===== config.mk =====
export PLATFORM = sky130hd
export DESIGN_NAME = punctured_conv_encoder_flat
export DESIGN_NICKNAME = d
export VERILOG_FILES = /design/src/rtl/pce_pkg.sv /design/src/rtl/pce_intf.sv /design/src/rtl/pce_core.sv /design/src/rtl/pce_obuf.sv /design/src/rtl/punctured_conv_encoder.sv /design/src/flat_wrapper.sv
export SDC_FILE = /design/constraint.sdc
export NUM_CORES = 1
export LEC_CHECK = 0
export BUFFER_PORTS_ARGS = -buffer_cell sky130_fd_sc_hd__buf_2
export CORE_UTILIZATION = 65
export DETAILED_ROUTE_END_ITERATION = 6
export PLACE_DENSITY = 0.94
export SLEW_MARGIN = 5
export SYNTH_ARGS = -nofsm -noshare
export SYNTH_HDL_FRONTEND = slang
export SYNTH_SLANG_ARGS = --single-unit

===== constraint.sdc =====
create_clock -name clk -period 11.95 [get_ports clk]
set_input_delay 2.39 -clock clk [delete_from_list [all_inputs] [get_ports clk]]
set_output_delay 2.39 -clock clk [all_outputs]
set_load 0.05 [all_outputs]

===== src/rtl/pce_pkg.sv =====
// Shared types, register indexes and a helper function for the punctured encoder.
`default_nettype none

package pce_pkg;

	localparam int GEN_W   = 7;
	localparam int STEAL_W = 4;
	localparam int CFG_AW  = 2;
	localparam int CFG_DW  = 7;

	// Register indexes on the configuration channel
	localparam logic [CFG_AW-1:0] CFG_STEAL_PERIOD = 2'd0;
	localparam logic [CFG_AW-1:0] CFG_GEN_POLY_A   = 2'd1;
	localparam logic [CFG_AW-1:0] CFG_GEN_POLY_B   = 2'd2;

	localparam logic [STEAL_W-1:0] STEAL_RST  = 4'd0;
	localparam logic [STEAL_W-1:0] STEAL_TWO  = 4'd2;
	localparam logic [STEAL_W-1:0] STEAL_PLAIN_MAX = 4'd1;
	localparam logic [GEN_W-1:0]   GEN_A_RST  = 7'd91;
	localparam logic [GEN_W-1:0]   GEN_B_RST  = 7'd121;

	// A period of at least two shifted up by three exceeds any 4-bit count,
	// so compares against period << 2, << 1 and << 0 reach the remainder
	localparam int CNT_REDUCE_STEPS = 3;

	typedef struct packed {
		logic data_bit;
	} pce_in_t;

	typedef struct packed {
		logic coded_bit;
		logic bit_taken;
	} pce_out_t;

	typedef struct packed {
		logic [CFG_AW-1:0] addr;
		logic [CFG_DW-1:0] wdata;
	} pce_cfg_t;

	// Count reduced modulo the period by shifted compare and subtract (period >= 2)
	function automatic logic [STEAL_W-1:0] cnt_reduce(input logic [STEAL_W-1:0] cnt,
		input logic [STEAL_W-1:0] period);
		logic [2*STEAL_W-1:0] r;
		logic [2*STEAL_W-1:0] d;
		r = {{STEAL_W{1'b0}}, cnt};
		for (int s = CNT_REDUCE_STEPS - 1; s >= 0; s--) begin
			d = {{STEAL_W{1'b0}}, period} << s;
			if (r >= d) begin
				r = r - d;
			end
		end
		return r[STEAL_W-1:0];
	endfunction

endpackage

`default_nettype wire


===== src/rtl/pce_intf.sv =====
// Valid/ready channel interfaces for data input, coded output and configuration.
`default_nettype none

interface pce_in_if;
	import pce_pkg::*;
	logic    valid;
	logic    ready;
	pce_in_t payload;
	modport source (output valid, output payload, input ready);
	modport sink   (input valid, input payload, output ready);
endinterface

interface pce_out_if;
	import pce_pkg::*;
	logic     valid;
	logic     ready;
	pce_out_t payload;
	modport source (output valid, output payload, input ready);
	modport sink   (input valid, input payload, output ready);
endinterface

interface pce_cfg_if;
	import pce_pkg::*;
	logic     valid;
	logic     ready;
	pce_cfg_t payload;
	modport source (output valid, output payload, input ready);
	modport sink   (input valid, input payload, output ready);
endinterface

`default_nettype wire


===== src/rtl/pce_core.sv =====
// Encoder state, configuration registers and the combinational encode step.
`default_nettype none

module pce_core #(
	parameter int CONSTRAINT_LENGTH = 7
) (
	input  wire logic              clk,
	input  wire logic              arst_n,
	input  wire logic              step,
	input  wire pce_pkg::pce_in_t  item,
	input  wire logic              cfg_we,
	input  wire pce_pkg::pce_cfg_t cfg_wr,
	output pce_pkg::pce_out_t      result
);
	import pce_pkg::*;

	localparam int K = CONSTRAINT_LENGTH;

	logic [K-1:0]       sr_q, sr_n;
	logic               phase_q, phase_n;
	logic               fetch_q, fetch_n;
	logic [STEAL_W-1:0] cnt_q, cnt_n;
	logic [STEAL_W-1:0] steal_q;
	logic [GEN_W-1:0]   poly_a_q, poly_b_q;

	logic [K-1:0]       poly_a_k, poly_b_k;
	logic               punct;
	logic [STEAL_W-1:0] cnt_red;
	logic [STEAL_W:0]   cnt_inc;
	logic               taken;

	// Fit the 7-bit masks to the register: extra mask bits drop, missing ones are zero
	for (genvar i = 0; i < K; i++) begin : g_mask
		if (i < GEN_W) begin : g_in
			assign poly_a_k[i] = poly_a_q[i];
			assign poly_b_k[i] = poly_b_q[i];
		end else begin : g_out
			assign poly_a_k[i] = 1'b0;
			assign poly_b_k[i] = 1'b0;
		end
	end

	always_comb begin
		punct   = steal_q > STEAL_PLAIN_MAX;
		cnt_red = cnt_reduce(cnt_q, steal_q);
		cnt_inc = {1'b0, cnt_red} + {{STEAL_W{1'b0}}, 1'b1};
		sr_n    = sr_q;
		fetch_n = fetch_q;
		cnt_n   = cnt_q;
		taken   = 1'b0;
		if (punct) begin
			if (fetch_q) begin
				sr_n    = {sr_q[K-2:0], item.data_bit};
				taken   = 1'b1;
				fetch_n = cnt_red != '0;
				cnt_n   = (cnt_inc >= {1'b0, steal_q}) ? '0 : cnt_inc[STEAL_W-1:0];
			end else begin
				fetch_n = 1'b1;
			end
		end else begin
			if (phase_q) begin
				sr_n  = {sr_q[K-2:0], item.data_bit};
				taken = 1'b1;
			end
			cnt_n = '0;
		end
		phase_n = ~phase_q;
		if (fetch_n && (steal_q == STEAL_TWO)) begin
			phase_n = 1'b1;
		end
		result.coded_bit = ^(sr_n & (phase_q ? poly_a_k : poly_b_k));
		result.bit_taken = taken;
	end

	always_ff @(posedge clk or negedge arst_n) begin
		if (!arst_n) begin
			sr_q    <= '0;
			phase_q <= 1'b1;
			fetch_q <= 1'b1;
			cnt_q   <= '0;
		end else if (step) begin
			sr_q    <= sr_n;
			phase_q <= phase_n;
			fetch_q <= fetch_n;
			cnt_q   <= cnt_n;
		end
	end

	always_ff @(posedge clk or negedge arst_n) begin
		if (!arst_n) begin
			steal_q  <= STEAL_RST;
			poly_a_q <= GEN_A_RST;
			poly_b_q <= GEN_B_RST;
		end else if (cfg_we) begin
			case (cfg_wr.addr)
				CFG_STEAL_PERIOD: steal_q  <= cfg_wr.wdata[STEAL_W-1:0];
				CFG_GEN_POLY_A:   poly_a_q <= cfg_wr.wdata[GEN_W-1:0];
				CFG_GEN_POLY_B:   poly_b_q <= cfg_wr.wdata[GEN_W-1:0];
				default: ;
			endcase
		end
	end

	a_plain_clears_cnt: assert property (@(posedge clk) disable iff (!arst_n)
		step && !punct |=> cnt_q == '0)
		else $error("count not cleared in rate-1/2 mode");

	a_plain_toggles: assert property (@(posedge clk) disable iff (!arst_n)
		step && !punct |=> phase_q != $past(phase_q))
		else $error("phase did not toggle in rate-1/2 mode");

	a_skip_sets_fetch: assert property (@(posedge clk) disable iff (!arst_n)
		step && punct && !fetch_q |=> fetch_q)
		else $error("fetch flag not set after a punctured skip");

endmodule

`default_nettype wire


===== src/rtl/pce_obuf.sv =====
// Two-entry output buffer (main register plus skid) for coded results.
`default_nettype none

module pce_obuf (
	input  wire logic              clk,
	input  wire logic              arst_n,
	input  wire logic              push,
	input  wire pce_pkg::pce_out_t push_data,
	output logic                   push_ready,
	output logic                   out_valid,
	input  wire logic              out_ready,
	output pce_pkg::pce_out_t      out_data
);
	import pce_pkg::*;

	logic     main_valid_q, skid_valid_q;
	pce_out_t main_q, skid_q;
	logic     pop;

	assign push_ready = !skid_valid_q;
	assign pop        = main_valid_q && out_ready;
	assign out_valid  = main_valid_q;
	assign out_data   = main_q;

	always_ff @(posedge clk or negedge arst_n) begin
		if (!arst_n) begin
			main_valid_q <= 1'b0;
			skid_valid_q <= 1'b0;
		end else if (pop) begin
			if (skid_valid_q) begin
				skid_valid_q <= 1'b0;
			end else begin
				main_valid_q <= push;
			end
		end else if (push) begin
			if (main_valid_q) begin
				skid_valid_q <= 1'b1;
			end else begin
				main_valid_q <= 1'b1;
			end
		end
	end

	always_ff @(posedge clk) begin
		if (pop) begin
			main_q <= skid_valid_q ? skid_q : push_data;
		end else if (push) begin
			if (main_valid_q) begin
				skid_q <= push_data;
			end else begin
				main_q <= push_data;
			end
		end
	end

	a_skid_needs_main: assert property (@(posedge clk) disable iff (!arst_n)
		skid_valid_q |-> main_valid_q)
		else $error("skid entry held while main entry empty");

	a_full_push_to_skid: assert property (@(posedge clk) disable iff (!arst_n)
		push && main_valid_q && !pop |=> skid_valid_q)
		else $error("result dropped on push into a stalled buffer");

	a_skid_refills_main: assert property (@(posedge clk) disable iff (!arst_n)
		pop && skid_valid_q |=> main_valid_q && !skid_valid_q)
		else $error("skid entry not moved to main on pop");

endmodule

`default_nettype wire


===== src/rtl/punctured_conv_encoder.sv =====
// Top level of the punctured convolutional encoder.
//
// Channels:
//   data_in  - one transaction per requested coded bit; carries a candidate data_bit
//              that is shifted into the encoder only when the encoder fetches.
//   code_out - one transaction per input transaction: coded_bit and bit_taken.
//   cfg      - register writes (0 steal_period, 1 gen_poly_a, 2 gen_poly_b);
//              always ready, write only while the encoder is idle.
// Output: a result is registered in the output buffer before it is visible on code_out.
// Throughput: one item per clock while the output buffer has room; the step is one
//   shift plus a masked parity between the state registers and the output buffer.
// Stall: a two-entry output buffer lets data_in keep accepting while a result
//   waits; data_in.ready drops only once both entries are full.
// Reset (arst_n low): shift register zero, phase and fetch flags set, count zero,
//   steal_period 0, gen_poly_a 91, gen_poly_b 121, output buffer empty.
`default_nettype none

module punctured_conv_encoder #(
	parameter int CONSTRAINT_LENGTH = 7
) (
	input  wire logic  clk,
	input  wire logic  arst_n,
	pce_in_if.sink     data_in,
	pce_out_if.source  code_out,
	pce_cfg_if.sink    cfg
);
	import pce_pkg::*;

	logic     step;
	logic     buf_ready;
	pce_out_t result;

	// Item accepted whenever the output buffer has room
	assign data_in.ready = buf_ready;
	assign step          = data_in.valid && buf_ready;
	assign cfg.ready     = 1'b1;

	pce_core #(
		.CONSTRAINT_LENGTH(CONSTRAINT_LENGTH)
	) u_core (
		.clk    (clk),
		.arst_n (arst_n),
		.step   (step),
		.item   (data_in.payload),
		.cfg_we (cfg.valid),
		.cfg_wr (cfg.payload),
		.result (result)
	);

	pce_obuf u_obuf (
		.clk        (clk),
		.arst_n     (arst_n),
		.push       (step),
		.push_data  (result),
		.push_ready (buf_ready),
		.out_valid  (code_out.valid),
		.out_ready  (code_out.ready),
		.out_data   (code_out.payload)
	);

endmodule

`default_nettype wire

===== src/flat_wrapper.sv =====
// flat-port wrapper written by rule: the top's interface ports become plain ports
module punctured_conv_encoder_flat import pce_pkg::*;
#(
	parameter int CONSTRAINT_LENGTH = 7
)
  (clk, arst_n, data_in_valid, data_in_payload, data_in_ready, code_out_valid, code_out_payload, code_out_ready, cfg_valid, cfg_payload, cfg_ready);
  pce_in_if data_in_i ();
  pce_out_if code_out_i ();
  pce_cfg_if cfg_i ();
  input  wire logic clk;
  input  wire logic arst_n;
  input wire logic [$bits(data_in_i.valid)-1:0] data_in_valid;
  input wire logic [$bits(data_in_i.payload)-1:0] data_in_payload;
  output wire logic [$bits(data_in_i.ready)-1:0] data_in_ready;
  output wire logic [$bits(code_out_i.valid)-1:0] code_out_valid;
  output wire logic [$bits(code_out_i.payload)-1:0] code_out_payload;
  input wire logic [$bits(code_out_i.ready)-1:0] code_out_ready;
  input wire logic [$bits(cfg_i.valid)-1:0] cfg_valid;
  input wire logic [$bits(cfg_i.payload)-1:0] cfg_payload;
  output wire logic [$bits(cfg_i.ready)-1:0] cfg_ready;
  assign data_in_i.valid = data_in_valid;
  assign data_in_i.payload = data_in_payload;
  assign data_in_ready = data_in_i.ready;
  assign code_out_valid = code_out_i.valid;
  assign code_out_payload = code_out_i.payload;
  assign code_out_i.ready = code_out_ready;
  assign cfg_i.valid = cfg_valid;
  assign cfg_i.payload = cfg_payload;
  assign cfg_ready = cfg_i.ready;
  punctured_conv_encoder #(.CONSTRAINT_LENGTH(CONSTRAINT_LENGTH)) u_core (.clk(clk), .arst_n(arst_n), .data_in(data_in_i), .code_out(code_out_i), .cfg(cfg_i));
endmodule

==> results of run 1 <==
## cells by family (layout without fill, tap and decap cells)
group,count (synthesis),after routing,share of synthesized area
simple gates,82,82,0.177
compound gates,61,61,0.164
flops,37,37,0.354
mux,35,35,0.142
buf+inv,21,43,0.0364
fa+ha+maj,18,18,0.0912
xor+xnor,9,9,0.0341
other cells,1,1,0.00138
## sequential cells by signal, indices dropped and copies added, names as in the netlist
name and cells:
u_core.u_core.poly_a_k 7, u_core.u_core.poly_b_k 7, u_core.u_core.sr_q 7, u_core.u_core.cnt_q 4
u_core.u_core.steal_q 4, u_core.u_obuf.out_data 2, u_core.u_obuf.skid_q 2, u_core.u_core.fetch_q 1
u_core.u_core.phase_q 1, u_core.u_obuf.out_valid 1, u_core.u_obuf.skid_valid_q 1
## cell usage after synthesis (3+ instances only)
cell	n
sky130_fd_sc_hd__a2111o_1	3
sky130_fd_sc_hd__o31ai_1	4
sky130_fd_sc_hd__inv_1	16
sky130_fd_sc_hd__a21o_1	3
sky130_fd_sc_hd__nor3_1	5
sky130_fd_sc_hd__a21oi_1	15
sky130_fd_sc_hd__nand3_1	3
sky130_fd_sc_hd__edfxtp_1	4
sky130_fd_sc_hd__mux2_2	25
sky130_fd_sc_hd__mux2i_1	9
sky130_fd_sc_hd__nand3b_1	3
sky130_fd_sc_hd__ha_1	15
sky130_fd_sc_hd__dfrtp_1	21
sky130_fd_sc_hd__nor3b_1	3
sky130_fd_sc_hd__o21ai_0	12
sky130_fd_sc_hd__xor2_1	4
sky130_fd_sc_hd__nand2_1	28
sky130_fd_sc_hd__xnor2_1	4
sky130_fd_sc_hd__nor2b_1	5
sky130_fd_sc_hd__dfstp_2	12
sky130_fd_sc_hd__fa_1	3
sky130_fd_sc_hd__nor2_1	10
sky130_fd_sc_hd__nand4b_1	3
## final timing paths
| kind | startpoint | to | slack [ns] |
|---|---|---|---|
| setup / recovery | u_core.u_core.steal_q[1] | u_core.u_core.cnt_q[3] | 4.35 |
| hold / removal | u_core.u_core.poly_a_k[5] | u_core.u_core.poly_a_k[5] | 0.51 |
| setup reg to reg | u_core.u_core.steal_q[1] | u_core.u_core.cnt_q[3] | 4.35 |
| hold reg to reg | u_core.u_core.poly_a_k[5] | u_core.u_core.poly_a_k[5] | 0.51 |
| max in group asynchronous | arst_n | u_core.u_core.poly_a_k[2] | 9.32 |
| min in group asynchronous | arst_n | u_core.u_obuf.out_valid | 2.15 |
## routing by layer
| layer | wire length [um] | vias to the layer above | track usage |
|---|---|---|---|
| li1 | - | 1025 | - |
| met1 | 2360 | 1028 | 0.340 |
| met2 | 2920 | 70 | 0.528 |
| met3 | 284 | 27 | 0.0582 |
| met4 | 280 | 0 | 0.160 |
| met5 | 0 | - | 0 |
## worst reg2reg max path, delay by kind of cell (launching register included)
family | cells | cell delay [ns]
AO/OA/AOI/OAI | 9 | 2.76
adder cells (fa/ha/maj) | 5 | 1.37
AND/OR/NAND/NOR | 6 | 1.21
multiplexers | 3 | 1.10
flip-flops | 1 | 0.55
buffers and inverters | 3 | 0.52
## per-stage QoR
step	instances	cell area, um^2	setup WS (ns)	util	hold WS, ns
floorplan	264	2720	5.27	-	0.472
global placement	328	2830	4.81	0.708	0.488
detailed placement	328	2830	4.39	0.708	0.496
CTS	336	2920	4.41	0.729	0.512
global route	336	2920	3.83	0.729	0.533
finish	336	2920	4.35	0.729	0.506
## area by class of cell
type | instances | area share
timing repair buffer | 18 | 0.0309
multi-input combinational | 206 | 0.568
tap | 50 | 0.0215
clock inverter | 1 | 0.00172
inverter | 17 | 0.0219
sequential | 37 | 0.330
clock buffer | 7 | 0.0262
==> summary.log, run 1 <==
[run_status] outcome complete, no violations
[cts] number of buffers added for setup after CTS 0
[synthesis] top flip-flop cell by instance count after synthesis sky130_fd_sc_hd__dfrtp_1
[synthesis] Mapped Cells 264
[worst_setup_path] R2R cell count 26
[placed_design] PortBufs 18
[sta] number of endpoints failing setup at the final stage 0
[synthesis] post-synth cell types 66
[finish] most frequent cells in the layout sky130_fd_sc_hd__nand2_1, sky130_fd_sc_hd__mux2_2, sky130_fd_sc_hd__dfrtp_1
[die] FP Rows 23
[worst_setup_path] Worst Setup Path Type reg -> reg
[die] placeable core area 4000 um^2
[sta] accumulated negative setup slack 0 ns
[finish] most common cell after layout, fill and taps aside sky130_fd_sc_hd__nand2_1
[finish] fraction of layout cells with a size suffix above 1 0.269
[drt] vias after detailed routing 2150
[finish] Multi-input gate area 1660 um^2
[drt] number of detailed-route iterations in the first pass 4
[global_route] global-route wire length before repair 9770 um
[sta] final worst path period need 7.60 ns
[cts] number of buffers inserted during clock tree synthesis 5
[cts] sink count of the clock tree 37
[synthesis] Avg Inst Size Synth 10.3 um^2
[synthesis] net count of the mapped netlist 297
[drt] drc violations 0
[worst_setup_path] most used cell along the critical path sky130_fd_sc_hd__ha_1
[worst_setup_path] crit path capture type register
[cts] clock transition time at the flip-flop clock pins of the worst setup and hold paths 0.07 ns
[sta] Final Slew Violations 0
[sta] period utilization 0.636
[worst_setup_path] Critical Path Stages 26
[placed_design] HPWL after detailed placement 4610 um
[global_route] total global-route track usage 0.300
[synthesis] largest area contributor in the netlist sky130_fd_sc_hd__dfrtp_1
[sta] maximum clock frequency 132 MHz
[cts] clock tree root driver cell sky130_fd_sc_hd__clkbuf_8
[finish] diodes inserted 0
[worst_setup_path] critical-path cell with the highest stage delay sky130_fd_sc_hd__dfrtp_1
[sta] transition time at the pin with the least slew margin 0.727 ns
[job] max-cap viol count 0
[synthesis] synthesis warning total 0
[die] floorplan die width 66.6 um
[finish] fill count 279
[finish] Area growth, synth to finish 7.32%
[sta] worst relative slew slack 0.516
[synthesis] Netlist Area Pre-Place 2720 um^2
[sta] setup repair after global routing missed its margin no
[die] ports placed on the boundary 20
[worst_hold_path] number of cells on the worst hold path 1
[synthesis] Post-synth ARST share 0.892
[worst_setup_path] CP max FO 9
[die] effective utilization at floorplan 0.679
[worst_setup_path] Top delay family on crit path compound AO/OA/AOI/OAI gates
[finish] final net count 318
[global_route] vias in the first global route 2137
[die] y dimension of the die 66.6 um
[synthesis] count of state elements after synthesis 37
[drt] violation count after the first detailed-routing iteration 120
[cts] cts hold-fix bufs 0
[worst_hold_path] Tightest Hold Check Type reg -> reg
[synthesis] count of flip-flops with a built-in enable after synthesis 4
[finish] combined flip-flop and latch cell area 961 um^2
[worst_setup_path] data required time at the worst endpoint 12.14 ns
[worst_setup_path] worst path arrival time 7.79 ns
[cts] CTS tree built
[drt] average via count per standard cell 6.40
[drt] wirelength, routed 5840 um
[synthesis] sequential share of the synthesized area 0.354
[cts] post-cts repair resize count 0
[placed_design] routability-driven placement congestion ratio 0.911
[sta] final number of hold-violating endpoints 0
[global_route] GR Overflow Total 0
[sta] Clock Skew 0.00838 ns
[die] area enclosed by the die boundary 4440 um^2
[synthesis] area share of the largest cell type after synthesis 0.193
[global_route] pin count of the biggest net entering global routing 34
[worst_setup_path] CP startpoint kind register
[cts] maximum number of buffers from clock root to sink 2
[cts] clock latency on the worst-skew pair 0.29 ns
[worst_setup_path] delay of the slowest critical-path stage 0.55 ns
[global_route] initial antenna violation count 0
[drt] count of nets left with antenna violations after detail routing 0
[worst_setup_path] WP buf/inv 3
[drt] average wire per cell in the routed design 17.4 um
[cts] H-tree level count 2
[synthesis] largest cells by area after synthesis sky130_fd_sc_hd__dfrtp_1, sky130_fd_sc_hd__dfstp_2, sky130_fd_sc_hd__mux2_2
Power of run 1 is left out: the tool's default activity adds up to more than one toggle a clock period on the data nets, which glitch-free logic cannot reach.
==> run 2: changes to the inputs <==
Settings changed: ABC_AREA set to 1, CORE_UTILIZATION 65 to 61, PLACE_DENSITY 0.94 to 0.9.
Clock period 11.95 ns to 7 ns, I/O delays scaled along.
==> run 2 against run 1 <==
Net effect:
- synthesized cell count grew 29%
- setup slack lost 3.2 ns
- non-clock buffer count is the same
- register-to-register slack lost 3.2 ns
- wire length shrank 6.6%
- synthesized area shrank 0.41%
- highest routed layer unchanged
==> summary.log, run 2 <==
[placed_design] PortBufs 18 [unchanged]
[worst_hold_path] Tightest Hold Check Type reg -> reg
[drt] vias after detailed routing 2252 [+4.7%]
[global_route] global-route wire length before repair 8920 um [-8.7%]
[worst_setup_path] critical-path cell with the highest stage delay sky130_fd_sc_hd__dfrtp_1
[global_route] GR Overflow Total 0 [unchanged]
[drt] average wire per cell in the routed design 13.4 um [-23%]
[drt] violation count after the first detailed-routing iteration 134 [+12%]
[sta] worst relative slew slack 0.522 [+0.00634]
[cts] H-tree level count 2 [unchanged]
[global_route] initial antenna violation count 0 [unchanged]
[sta] Clock Skew 0.0115 ns [+0.00315 ns]
[placed_design] routability-driven placement congestion ratio 0.941 [+3.3%]
[global_route] vias in the first global route 2062 [-3.5%]
[worst_setup_path] most used cell along the critical path sky130_fd_sc_hd__nand2_1
[sta] final worst path period need 5.88 ns [-1.71 ns]
[drt] count of nets left with antenna violations after detail routing 0 [unchanged]
[synthesis] count of state elements after synthesis 37 [unchanged]
[finish] final net count 390 [+23%]
[worst_setup_path] worst path arrival time 6.07 ns [-1.72 ns]
[run_status] outcome complete, no violations
[sta] Final Slew Violations 0 [unchanged]
[die] ports placed on the boundary 20 [unchanged]
[sta] period utilization 0.841 [+0.205]
[synthesis] largest area contributor in the netlist sky130_fd_sc_hd__dfrtp_1
[synthesis] largest cells by area after synthesis sky130_fd_sc_hd__dfrtp_1, sky130_fd_sc_hd__nand2_1, sky130_fd_sc_hd__dfstp_2
[sta] setup repair after global routing missed its margin no
[cts] CTS tree built
[finish] Multi-input gate area 1520 um^2 [-8.2%]
[finish] combined flip-flop and latch cell area 961 um^2 [unchanged]
[global_route] pin count of the biggest net entering global routing 34 [unchanged]
[placed_design] HPWL after detailed placement 4150 um [-9.9%]
[synthesis] top flip-flop cell by instance count after synthesis sky130_fd_sc_hd__dfrtp_1
[cts] clock transition time at the flip-flop clock pins of the worst setup and hold paths 0.07 ns [about the same]
[drt] average via count per standard cell 5.52 [-14%]
[synthesis] count of flip-flops with a built-in enable after synthesis 4 [unchanged]
[sta] number of endpoints failing setup at the final stage 0 [unchanged]
[cts] clock latency on the worst-skew pair 0.29 ns [about the same]
[cts] sink count of the clock tree 37 [unchanged]
[drt] drc violations 0 [unchanged]
[synthesis] Mapped Cells 340 [+29%]
[cts] number of buffers added for setup after CTS 0 [unchanged]
[die] area enclosed by the die boundary 4700 um^2 [+5.9%]
[sta] maximum clock frequency 170 MHz [+29%]
[synthesis] Avg Inst Size Synth 7.96 um^2 [-23%]
[finish] most common cell after layout, fill and taps aside sky130_fd_sc_hd__nand2_1
[worst_setup_path] Worst Setup Path Type reg -> reg
[synthesis] Post-synth ARST share 0.892 [unchanged]
[cts] number of buffers inserted during clock tree synthesis 5 [unchanged]
[synthesis] net count of the mapped netlist 373 [+26%]
[synthesis] commonest cells in the netlist sky130_fd_sc_hd__nand2_1, sky130_fd_sc_hd__inv_1, sky130_fd_sc_hd__o21ai_0
[worst_setup_path] CP max FO 7 [-2]
[synthesis] Netlist Area Pre-Place 2710 um^2 [-0.41%]
[job] max-cap viol count 0 [unchanged]
[finish] fraction of layout cells with a size suffix above 1 0.190 [-0.0793]
[sta] accumulated negative setup slack 0 ns [unchanged]
[finish] fill count 319 [+14%]
[die] placeable core area 4120 um^2 [+2.9%]
[synthesis] area share of the largest cell type after synthesis 0.194 [+0.000805]
[sta] final number of hold-violating endpoints 0 [unchanged]
[worst_setup_path] delay of the slowest critical-path stage 0.45 ns [-0.10 ns]
[die] effective utilization at floorplan 0.657 [-0.0217]
[cts] post-cts repair resize count 0 [unchanged]
[finish] diodes inserted 0 [unchanged]
[die] FP Rows 23 [unchanged]
[die] y dimension of the die 68.6 um [+2.9%]
[worst_setup_path] crit path capture type register
[global_route] total global-route track usage 0.263 [-0.0378]
[synthesis] most frequent cell after synthesis sky130_fd_sc_hd__nand2_1
[sta] transition time at the pin with the least slew margin 0.717 ns [-0.00952 ns]
[synthesis] synthesis warning total 0 [unchanged]
[finish] Area growth, synth to finish 7.08%
[drt] number of detailed-route iterations in the first pass 5 [+1]
[worst_setup_path] data required time at the worst endpoint 7.19 ns [-4.95 ns]
[drt] wirelength, routed 5460 um [-6.6%]
[worst_setup_path] CP startpoint kind register
[cts] clock tree root driver cell sky130_fd_sc_hd__clkbuf_8
[synthesis] sequential share of the synthesized area 0.355 [+0.00147]
[cts] cts hold-fix bufs 0 [unchanged]
[synthesis] post-synth cell types 44 [-33%]
[finish] most frequent cells in the layout sky130_fd_sc_hd__nand2_1, sky130_fd_sc_hd__inv_1, sky130_fd_sc_hd__o21ai_0
[die] floorplan die width 68.6 um [+2.9%]
[cts] maximum number of buffers from clock root to sink 2 [unchanged]
[run 2: cell types whose count changed in the layout (fill, tap and decap cells not counted), sizes merged, moves of 5 or more]
cell | previous run | this run
mux2i | 9 | 4
mux2 | 26 | 0
nor2 | 12 | 18
a21oi | 15 | 6
nand3 | 3 | 17
inv | 17 | 46
nor3 | 6 | 0
o31ai | 5 | 0
nand2 | 28 | 99
o21ai | 12 | 50
nor2b | 5 | 0
[run 2: worst paths after layout]
path	start	endpoint	slack (ns)	cells past startpoint
min in group asynchronous	arst_n	u_core.u_obuf.skid_valid_q	1.16	1
worst min register to register	u_core.u_core.poly_a_k[4]	u_core.u_core.poly_a_k[4]	0.49	2
worst max register to register	u_core.u_core.steal_q[1]	u_core.u_core.cnt_q[1]	1.12	32
max in group asynchronous	arst_n	u_core.u_core.sr_q[2]	5.37	1
worst max-delay path	u_core.u_core.steal_q[1]	u_core.u_core.cnt_q[1]	1.12	32
worst min-delay path	u_core.u_core.poly_a_k[4]	u_core.u_core.poly_a_k[4]	0.49	2
[run 2: final cells by class]
type                    instances  share of cell area
inverters                      47              0.0609
multi-input cells             248               0.525
repair buffers                 18              0.0311
clock buffers                   5              0.0238
well taps                      50              0.0216
flip-flops and latches         37               0.332
clock inverters                 3             0.00605
[run 2: routing by layer]
layer	track usage	vias up	routed length [um]
met5	0	-	0
met4	0.0911	0	54
met3	0.0625	6	259
met2	0.433	60	2680
met1	0.336	1049	2460
li1	-	1137	-
[run 2: kinds of logic (layout without fill, tap and decap cells)]
| family | count (synthesis) | in the layout | synth area share |
|---|---|---|---|
| other | 1 | 1 | 0.00139 |
| adder cells (fa/ha/maj) | 18 | 18 | 0.0916 |
| AND/OR/NAND/NOR | 141 | 141 | 0.243 |
| flip-flops | 37 | 37 | 0.355 |
| AO/OA/AOI/OAI | 72 | 72 | 0.167 |
| multiplexers | 4 | 4 | 0.0148 |
| XOR/XNOR | 12 | 12 | 0.0444 |
| buffers and inverters | 55 | 73 | 0.0828 |
[run 2: per-stage QoR]
| stage | instances | setup slack, ns | hold slack [ns] | utilization | area [um^2] |
|---|---|---|---|---|---|
| after CTS | 408 | 1.24 | 0.494 | 0.704 | 2900 |
| after floorplan | 340 | 1.96 | 0.452 | - | 2710 |
| after detailed placement | 400 | 1.30 | 0.476 | 0.683 | 2810 |
| final | 408 | 1.12 | 0.489 | 0.704 | 2900 |
| after global placement | 400 | 1.63 | 0.470 | 0.683 | 2810 |
| after global routing | 408 | 0.685 | 0.518 | 0.704 | 2900 |
[run 2: critical path, delay by kind of cell, from the launching register on]
family	cells	cell delay, ns
and+or+nand+nor	15	1.60
adders and majority gates	5	1.62
DFF	1	0.45
buffers and inverters	2	0.32
AOI/OAI and AO/OA	10	1.80
Power of run 2 is left out for the same reason.
==> run 3: changes to the inputs <==
Settings changed: ABC_AREA 1 to 0.
Clock period 7 ns to 5.6 ns, I/O delays scaled along.
==> run 3 against run 2 <==
Net effect:
- the run now ends with negative setup slack left
- non-clock buffer count grew 39
- die area grew 0.41%
- sequential share of layout area is 5.2 points lower
- utilization rose by 12 points
- sequential cell count unchanged
==> summary.log, run 3 (synthesis gave the netlist of run 1 again) <==
[run_status] outcome finished, violations left
[run_status] violations in the final reports negative setup slack
[finish] most common cell after layout, fill and taps aside sky130_fd_sc_hd__buf_4
[die] FP Rows 23 [unchanged]
[global_route] global-route wire length before repair 11500 um [+29%]
[sta] worst hold slack 0.513 ns [+0.0238 ns]
[die] floorplan die width 68.7 um [+0.20%]
[job] max-cap viol count 0 [unchanged]
[cts] CTS tree built
[worst_hold_path] Tightest Hold Check Type reg -> reg
[placed_design] HPWL after detailed placement 5210 um [+25%]
[global_route] vias in the first global route 2352 [+14%]
[placed_design] routability-driven placement congestion ratio 0.939 [-0.24%]
[cts] sink count of the clock tree 37 [unchanged]
[drt] violation count after the first detailed-routing iteration 253 [+89%]
[worst_setup_path] worst path arrival time 6.13 ns [+0.06 ns]
[die] ports placed on the boundary 20 [unchanged]
[drt] average wire per cell in the routed design 21.2 um [+59%]
[worst_setup_path] critical-path cell with the highest stage delay sky130_fd_sc_hd__a2111oi_4
[finish] final net count 357 [-8.5%]
[placed_design] PortBufs 18 [unchanged]
[die] placeable core area 4140 um^2 [+0.70%]
[sta] Clock Skew 0.00748 ns [-0.00405 ns]
[sta] slack of the critical path -0.320 ns [-1.44 ns]
[worst_setup_path] crit path capture type register
[drt] drc violations 0 [unchanged]
[drt] number of detailed-route iterations in the first pass 5 [unchanged]
[drt] wirelength, routed 7950 um [+46%]
[sta] period utilization 1.06 [+0.217]
[sta] final number of hold-violating endpoints 0 [unchanged]
[sta] accumulated negative setup slack -1.00 ns [-1.00 ns]
[sta] Final Slew Violations 0 [unchanged]
[sta] transition time at the pin with the least slew margin 0.786 ns [+0.0688 ns]
[drt] average via count per standard cell 6.84 [+24%]
[worst_setup_path] CP max FO 5 [-2]
[drt] count of nets left with antenna violations after detail routing 0 [unchanged]
[cts] maximum number of buffers from clock root to sink 2 [unchanged]
[sta] number of endpoints failing setup at the final stage 4 [+4]
[drt] vias after detailed routing 2564 [+14%]
[sta] maximum clock frequency 169 MHz [-0.61%]
[cts] clock tree root driver cell sky130_fd_sc_hd__clkbuf_8
[die] area enclosed by the die boundary 4720 um^2 [+0.41%]
[finish] fraction of layout cells with a size suffix above 1 0.431 [+0.241]
[cts] number of buffers inserted during clock tree synthesis 5 [unchanged]
[worst_setup_path] Worst Setup Path Type reg -> reg
[worst_setup_path] delay of the slowest critical-path stage 0.45 ns [about the same]
[finish] most frequent cells in the layout sky130_fd_sc_hd__buf_4, sky130_fd_sc_hd__nand2_1, sky130_fd_sc_hd__mux2_2
[sta] worst relative slew slack 0.470 [-0.0514]
[sta] setup repair after global routing missed its margin yes
[global_route] initial antenna violation count 0 [unchanged]
[global_route] total global-route track usage 0.343 [+0.0800]
[cts] clock latency on the worst-skew pair 0.31 ns [+0.02 ns]
[die] effective utilization at floorplan 0.655 [-0.00185]
[worst_setup_path] CP startpoint kind register
[sta] final worst path period need 5.92 ns [+0.0362 ns]
[die] y dimension of the die 68.7 um [+0.20%]
[cts] clock transition time at the flip-flop clock pins of the worst setup and hold paths 0.08 ns [about the same]
[global_route] GR Overflow Total 0 [unchanged]
[worst_setup_path] data required time at the worst endpoint 5.81 ns [-1.38 ns]
[placed_design] Placement Setup Slack -0.221 ns [-1.52 ns]
[finish] diodes inserted 0 [unchanged]
[finish] Area growth, synth to finish 26.4%
[cts] cts hold-fix bufs 0 [unchanged]
[cts] H-tree level count 2 [unchanged]
[global_route] pin count of the biggest net entering global routing 34 [unchanged]
-- run 3: per-stage QoR --
stage / instances / utilization / area (um^2)
2_1_floorplan: 264 / - / 2830
3_3_place_gp: 359 / 0.768 / 3180
3_5_place_dp: 359 / 0.768 / 3180
4_1_cts: 373 / 0.812 / 3360
5_1_grt: 375 / 0.829 / 3430
6_report: 375 / 0.829 / 3430
-- run 3: worst max-delay path, delay by kind of cell, from the launching register on --
family | cells | cell delay [ns]
fa+ha+maj | 4 | 1.04
compound gates | 9 | 2.31
simple gates | 6 | 1.21
mux | 1 | 0.34
buf+inv | 5 | 0.56
flops | 1 | 0.37
-- run 3: path summary, 6_finish.rpt --
check	from	endpoint	slack, ns	cells after the start
setup reg to reg	u_core.u_core.cnt_q[2]	u_core.u_core.cnt_q[2]	-0.32	25
hold reg to reg	u_core.u_core.poly_b_k[1]	u_core.u_core.poly_b_k[1]	0.51	1
min in group asynchronous	arst_n	u_core.u_core.cnt_q[0]	0.88	1
setup / recovery	u_core.u_core.cnt_q[2]	u_core.u_core.cnt_q[2]	-0.32	25
max in group asynchronous	arst_n	u_core.u_core.steal_q[1]	4.19	1
hold / removal	u_core.u_core.poly_b_k[1]	u_core.u_core.poly_b_k[1]	0.51	1
-- run 3: final cells by class --
class                      count  area, um^2
clock inverter                 1        8.76
timing repair buffer          57         390
fill                         211         711
multi-input combinational    206        1840
tap                           50        62.6
clock buffer                   7        97.6
sequential                    37         962
inverter                      17        68.8
-- run 3: what timing repair did --
item / 4_1_cts / 5_1_grt
gates cloned: 0 / 0
setup buffers: 6 / 2
setup endpoints to repair: 4 / 4
gates resized for setup: 9 / 9
pin swaps: 7 / 5
endpoints found under the hold margin: 0 / 0
-- run 3: per-layer routing --
metal	global-route usage	wire length, um
met5	0	0
met4	0.125	295
met3	0.0740	789
met2	0.542	3660
met1	0.462	3210
Power of run 3 is left out for the same reason.
